## config.mk

```make
export PLATFORM = sky130hd
export DESIGN_NAME = pw_div
export DESIGN_NICKNAME = d
export VERILOG_FILES = /design/src/design/pw_pkg.sv /design/src/design/pw_div.sv
export SDC_FILE = /design/constraint.sdc
export NUM_CORES = 2
export LEC_CHECK = 0
export ABC_AREA = 1
export BUFFER_PORTS_ARGS = -buffer_cell sky130_fd_sc_hd__buf_2
export CORE_MARGIN = 2
export CORE_UTILIZATION = 40
export CTS_CLUSTER_DIAMETER = 50
export CTS_CLUSTER_SIZE = 20
export DETAILED_ROUTE_END_ITERATION = 10
export SLEW_MARGIN = 20
export SYNTH_ARGS = -nofsm -noshare
export SYNTH_HDL_FRONTEND = slang
export SYNTH_SLANG_ARGS = --single-unit
```

## constraint.sdc

```tcl
create_clock -name aclk -period 3.3 [get_ports aclk]
set_input_delay 0.165 -clock aclk [delete_from_list [all_inputs] [get_ports aclk]]
set_output_delay 0.165 -clock aclk [all_outputs]
set_load 0.01 [all_outputs]
```

## src/design/pw_pkg.sv

```systemverilog
// Shared types and constants for the perspective image warp unit.
// No dependencies; every other design file imports this package.
`default_nettype none
package pw_pkg;

    localparam int NUM_CFG   = 7;
    localparam int COEF_W    = 32;
    localparam int FRAC_BITS = 16;

    // Configuration register indexes.
    localparam int REG_W_COL   = 0;
    localparam int REG_W_ROW   = 1;
    localparam int REG_W_CONST = 2;
    localparam int REG_X_COL   = 3;
    localparam int REG_X_ROW   = 4;
    localparam int REG_Y_COL   = 5;
    localparam int REG_Y_ROW   = 6;

    localparam logic [2:0] IDX_W_COL   = 3'd0;
    localparam logic [2:0] IDX_W_ROW   = 3'd1;
    localparam logic [2:0] IDX_W_CONST = 3'd2;
    localparam logic [2:0] IDX_X_COL   = 3'd3;
    localparam logic [2:0] IDX_X_ROW   = 3'd4;
    localparam logic [2:0] IDX_Y_COL   = 3'd5;
    localparam logic [2:0] IDX_Y_ROW   = 3'd6;

    localparam logic OP_LOAD = 1'b0;
    localparam logic OP_READ = 1'b1;

    typedef logic signed [COEF_W-1:0] coef_t;

    localparam coef_t COEF_ZERO = 32'sh0000_0000;
    localparam coef_t COEF_ONE  = 32'sh4000_0000;

    typedef struct packed {
        logic valid;
        logic op;
    } ctl_t;

endpackage
`default_nettype wire

```

## src/design/pw_div.sv

```systemverilog
// Pipelined restoring divider, one quotient bit per stage, for the x and y lanes.
// Depends on pw_pkg; maps both quotients to source offsets and a hit flag.
`default_nettype none
module pw_div #(
    parameter int PW     = 43,
    parameter int DB     = 6,
    parameter int HALF_X = 64,
    parameter int HALF_Y = 64,
    parameter int OW_X   = 7,
    parameter int OW_Y   = 7,
    parameter int SW     = 8
) (
    input  logic             aclk,
    input  logic             aresetn,
    input  logic             adv,
    input  pw_pkg::ctl_t     ctl_in,
    input  logic [SW-1:0]    side_in,
    input  logic [PW-1:0]    w_mag,
    input  logic [PW-1:0]    x_mag,
    input  logic [PW-1:0]    y_mag,
    input  logic             w_zero,
    input  logic             x_neg,
    input  logic             y_neg,
    output pw_pkg::ctl_t     ctl_out,
    output logic [SW-1:0]    side_out,
    output logic             hit,
    output logic [OW_X-1:0]  col_src,
    output logic [OW_Y-1:0]  row_src
);
    import pw_pkg::*;

    localparam int RW = PW + DB;
    localparam int ZW = PW + FRAC_BITS;

    ctl_t          ctl_reg  [DB+1];
    logic [SW-1:0] side_reg [DB+1];
    logic [PW-1:0] den_reg  [DB+1];
    logic          wz_reg   [DB+1];
    logic [RW-1:0] rem_reg  [DB+1][2];
    logic [DB-1:0] q_reg    [DB+1][2];
    logic          fits_reg [DB+1][2];
    logic          neg_reg  [DB+1][2];

    ctl_t          ctl_o_reg;
    logic [SW-1:0] side_o_reg;
    logic          hit_reg;
    logic [OW_X-1:0] col_reg;
    logic [OW_Y-1:0] row_reg;
    logic [DB-1:0] kx, ky;
    logic          in_x, in_y;

    always_ff @(posedge aclk) begin
        if (!aresetn) begin
            for (int s = 0; s <= DB; s++) begin
                ctl_reg[s] <= '0;
            end
            ctl_o_reg <= '0;
        end else if (adv) begin
            ctl_reg[0] <= ctl_in;
            for (int s = 1; s <= DB; s++) begin
                ctl_reg[s] <= ctl_reg[s-1];
            end
            ctl_o_reg <= ctl_reg[DB];
        end
    end

    // Entry stage: the quotient fits in DB bits only if a < b * 2^DB.
    // A quotient that rounds to zero maps to index minus one, as a negative one does.
    always_ff @(posedge aclk) begin
        if (adv) begin
            side_reg[0]    <= side_in;
            den_reg[0]     <= w_mag;
            wz_reg[0]      <= w_zero;
            rem_reg[0][0]  <= RW'(x_mag);
            rem_reg[0][1]  <= RW'(y_mag);
            q_reg[0][0]    <= '0;
            q_reg[0][1]    <= '0;
            fits_reg[0][0] <= RW'(x_mag) < (RW'(w_mag) << DB);
            fits_reg[0][1] <= RW'(y_mag) < (RW'(w_mag) << DB);
            neg_reg[0][0]  <= x_neg || ((ZW'(x_mag) << FRAC_BITS) < ZW'(w_mag));
            neg_reg[0][1]  <= y_neg || ((ZW'(y_mag) << FRAC_BITS) < ZW'(w_mag));
        end
    end

    for (genvar s = 1; s <= DB; s++) begin : g_step
        logic [RW-1:0] trial;
        assign trial = RW'(den_reg[s-1]) << (DB - s);
        always_ff @(posedge aclk) begin
            if (adv) begin
                side_reg[s] <= side_reg[s-1];
                den_reg[s]  <= den_reg[s-1];
                wz_reg[s]   <= wz_reg[s-1];
                for (int l = 0; l < 2; l++) begin
                    fits_reg[s][l] <= fits_reg[s-1][l];
                    neg_reg[s][l]  <= neg_reg[s-1][l];
                    if (rem_reg[s-1][l] >= trial) begin
                        rem_reg[s][l] <= rem_reg[s-1][l] - trial;
                        q_reg[s][l]   <= q_reg[s-1][l] | (DB'(1) << (DB - s));
                    end else begin
                        rem_reg[s][l] <= rem_reg[s-1][l];
                        q_reg[s][l]   <= q_reg[s-1][l];
                    end
                end
            end
        end
    end

    always_comb begin
        kx   = q_reg[DB][0];
        ky   = q_reg[DB][1];
        in_x = fits_reg[DB][0] && (32'(kx) < 32'(HALF_X));
        in_y = fits_reg[DB][1] && (32'(ky) < 32'(HALF_Y));
    end

    always_ff @(posedge aclk) begin
        if (adv) begin
            side_o_reg <= side_reg[DB];
            hit_reg    <= !wz_reg[DB] && in_x && in_y;
            col_reg    <= neg_reg[DB][0] ? OW_X'(HALF_X - 1 - int'(kx))
                                         : OW_X'(HALF_X + int'(kx));
            row_reg    <= neg_reg[DB][1] ? OW_Y'(HALF_Y - 1 - int'(ky))
                                         : OW_Y'(HALF_Y + int'(ky));
        end
    end

    assign ctl_out  = ctl_o_reg;
    assign side_out = side_o_reg;
    assign hit      = hit_reg;
    assign col_src  = col_reg;
    assign row_src  = row_reg;

endmodule
`default_nettype wire

```

==> flow_summary.json <==
{
  "async_flop_share": 0,
  "muxShareOfSynthArea": 0,
  "clk_latency_ps": 860,
  "dpl.cell_count": 14800,
  "wl_per_cell_um": 25.3,
  "synth_top_family_by_area": "simple AND/OR/NAND/NOR gates",
  "vias": 78300,
  "finClkSkew_ps": 37.7,
  "fmax_ghz": 0.305,
  "p_leak_nw": 50.5,
  "rsz0062_at_grt": "no",
  "timing.rr.start": "den_reg[1][21]",
  "drt-initial-drc-count": 6545,
  "yosys.cell_types.count": 51,
  "fin_crit_ps": 3280,
  "ys_seq_area_frac": 0.375,
  "totalWireLength_um": 386000,
  "initial_core_util": 0.403,
  "cp.required_ps": 3910,
  "yosysMostFrequentCell": "nand2_1",
  "synthSimpleGateAreaFrac": 0.342,
  "switching_share": 0.447,
  "clock_path_buffers": 3,
  "crit_arrival_ps": 3890,
  "syn_nets": 12400,
  "grt_overflow": 0,
  "cts_tree": "built",
  "antenna_found_initial": 4,
  "cts.sinks": 1006,
  "portBuffers": 169,
  "pwr_density_cell_mw_per_mm2": 699,
  "drv_slew": 0,
  "holdPathEnd": "wz_reg[0]",
  "fillers": 20200,
  "start_kind": "flip-flop",
  "min_path_type": "primary input to flip-flop",
  "pwr-share-clk": 0.265,
  "drive_above_1_share": 0.0854,
  "synth_area_mm2": 0.0806,
  "ys_seq_elements": 1006,
  "grt_pass1_wl_um": 539000,
  "tightest_slew_ps": 1220,
  "clkTransAtPathRegs_ps": 70,
  "yosysWarnings": 0,
  "p_int_mw": 36.9,
  "design_area_mm2": 0.0954,
  "synth_compound_area_frac": 0.0371,
  "worstSetupPathType": "flip-flop to flip-flop",
  "worstHoldStart": "w_zero",
  "worst-r2r-setup-slack_ps": 20,
  "seqPwrFrac": 0.293,
  "cap_violations": 0,
  "hold_violations": 0,
  "nets": 13200,
  "die-area_mm2": 0.205,
  "r2r_cells": 15,
  "vias_per_cell": 5.14,
  "synth-xor-area-share": 0.0278,
  "reg2reg_to": "rem_reg[0][238]",
  "crit_fanout": 4,
  "cp-end-kind": "flip-flop",
  "drc": 0,
  "die_h_um": 453,
  "status": "complete, no violations",
  "core_mm2": 0.200,
  "grt_pass1_vias": 78300,
  "synth-edff-count": 1004,
  "rows": 164,
  "layoutNonFillerInstCount": 15200,
  "synth_top_area_frac": 0.374,
  "h-tree-depth": 4,
  "numCtsBuffers": 156,
  "dr.pass1.iters": 7,
  "setup_viol": 0,
  "placed_cell_area_mm2": 0.0882,
  "synth_top_area_cell": "edfxtp_1",
  "hpwl_um": 330000,
  "synth_common_cells": "nand2_1, inv_1, edfxtp_1",
  "synth_top_flop_cell": "edfxtp_1",
  "p_switching_mw": 29.8,
  "synthCells": 11600,
  "syn_avg_cell_area_um2": 6.92,
  "place_congestion": 1.13,
  "grt_usage": 0.372,
  "finalCritPeriodShare": 0.994,
  "clockRootBuffer": "clkbuf_16",
  "synthToLayoutAreaGrowth_pct": 18.4,
  "power_frac_comb": 0.442,
  "synthTopCellsByArea": "edfxtp_1, nand2_1, inv_1, ha_1, nand3_1",
  "ios": 170,
  "slew_headroom": 0.188,
  "grt_max_degree": 154,
  "ant_nets": 0,
  "vdd_drop_max_v": 0.000620,
  "holdPathStages": 2,
  "synthAdderAreaFrac": 0.101,
  "die_w_um": 453,
  "largest_register_ffs": 576
}
worst max path at each step:
stage | slack, ps | start | depth (start not counted) | end
2_1_floorplan | 900 | rem_reg[1][1] | 18 | rem_reg[1][128]
3_3_place_gp | -180 | den_reg[4][6] | 14 | rem_reg[1][146]
3_5_place_dp | -250 | den_reg[4][6] | 14 | rem_reg[1][146]
4_1_cts | 40 | den_reg[3][19] | 14 | rem_reg[1][24]
5_1_grt | 20 | den_reg[4][6] | 14 | rem_reg[1][146]
6_report | 20 | den_reg[1][21] | 15 | rem_reg[0][238]
metrics by stage:
step           setup TNS, ps   util  total power [mW]  setup slack (ps)  hold WS, ps
2_1_floorplan              0      -              35.2               901          264
3_3_place_gp            -714  0.441              48.4              -177          343
3_5_place_dp           -1060  0.441              48.5              -250          344
4_1_cts                    0  0.477              66.3              36.4        0.738
5_1_grt                    0  0.477              70.1              16.5         26.9
6_report                   0  0.477              66.7              20.0         43.0
area by class of cell:
class | count | area, um2 | area share
antenna | 2 | 5.00 | 0.0000525
clock buffer | 164 | 3960 | 0.0415
clock inverter | 129 | 1640 | 0.0172
multi-input combinational | 8200 | 40900 | 0.429
inverter | 2289 | 8590 | 0.0901
tap | 2656 | 3320 | 0.0348
sequential | 1006 | 30200 | 0.316
timing repair buffer | 789 | 6770 | 0.0709
timing repair:
item / in CTS / in global routing
hold endpoints to repair: 293 / 0
resized for setup: 2 / 6
setup endpoints to repair: 7 / 96
hold buffers: 157 / 0
buffers inserted: 0 / 0
power groups by stage:
stage / clock (mW) / combinational, mW / sequential (mW)
after floorplan: 0 / 17.0 / 18.2
after global placement: 0 / 28.7 / 19.7
after detailed placement: 0 / 28.8 / 19.7
after CTS: 17.9 / 29.1 / 19.4
after global routing: 18.4 / 32.2 / 19.6
final: 17.6 / 29.5 / 19.5
critical path, stage by stage (launching register included):
cell,delay [ps]
edfxtp_1,510
inv_1,360
ha_1,370
nand2_1,160
inv_1,50
nand2_1,60
nand2_1,190
a21oi_1,520
nand3_1,220
buf_12,210
nand2_1,80
nand2_1,50
nand2_1,50
nand2_1,70
nand2_1,70
nand2_1,50
cells in the final DEF, fill, tap and decap left out, types with 109 or more instances in the layout:
| cell | Yosys | layout |
|---|---|---|
| a21oi_1 | 353 | 353 |
| clkbuf_16 | 0 | 157 |
| nand4_1 | 109 | 109 |
| xor2_1 | 231 | 231 |
| inv_1 | 2275 | 2275 |
| ha_1 | 632 | 632 |
| buf_2 | 47 | 168 |
| dlygate4sd3_1 | 0 | 157 |
| buf_4 | 11 | 394 |
| edfxtp_1 | 1004 | 1004 |
| nor2_1 | 861 | 858 |
| nand2_1 | 4607 | 4603 |
| nand3_1 | 894 | 894 |
cell families (layout without fill, tap and decap cells):
family,Yosys count,count (layout)
other,0,2
XOR/XNOR,256,256
buffers and inverters,2435,3371
adder cells (fa/ha/maj),642,642
flip-flops,1006,1006
AO/OA/AOI/OAI,539,539
AND/OR/NAND/NOR,6763,6763
routing by layer:
layer  wire length [um]  global-route usage  vias to the layer above
li1                   -                   -                    38100
met1             129000               0.366                    36000
met2             190000               0.659                     3026
met3              18100              0.0413                     1113
met4              49300               0.394                        2
met5                 14                   0                        -
Power figures use the tool's default switching activity.
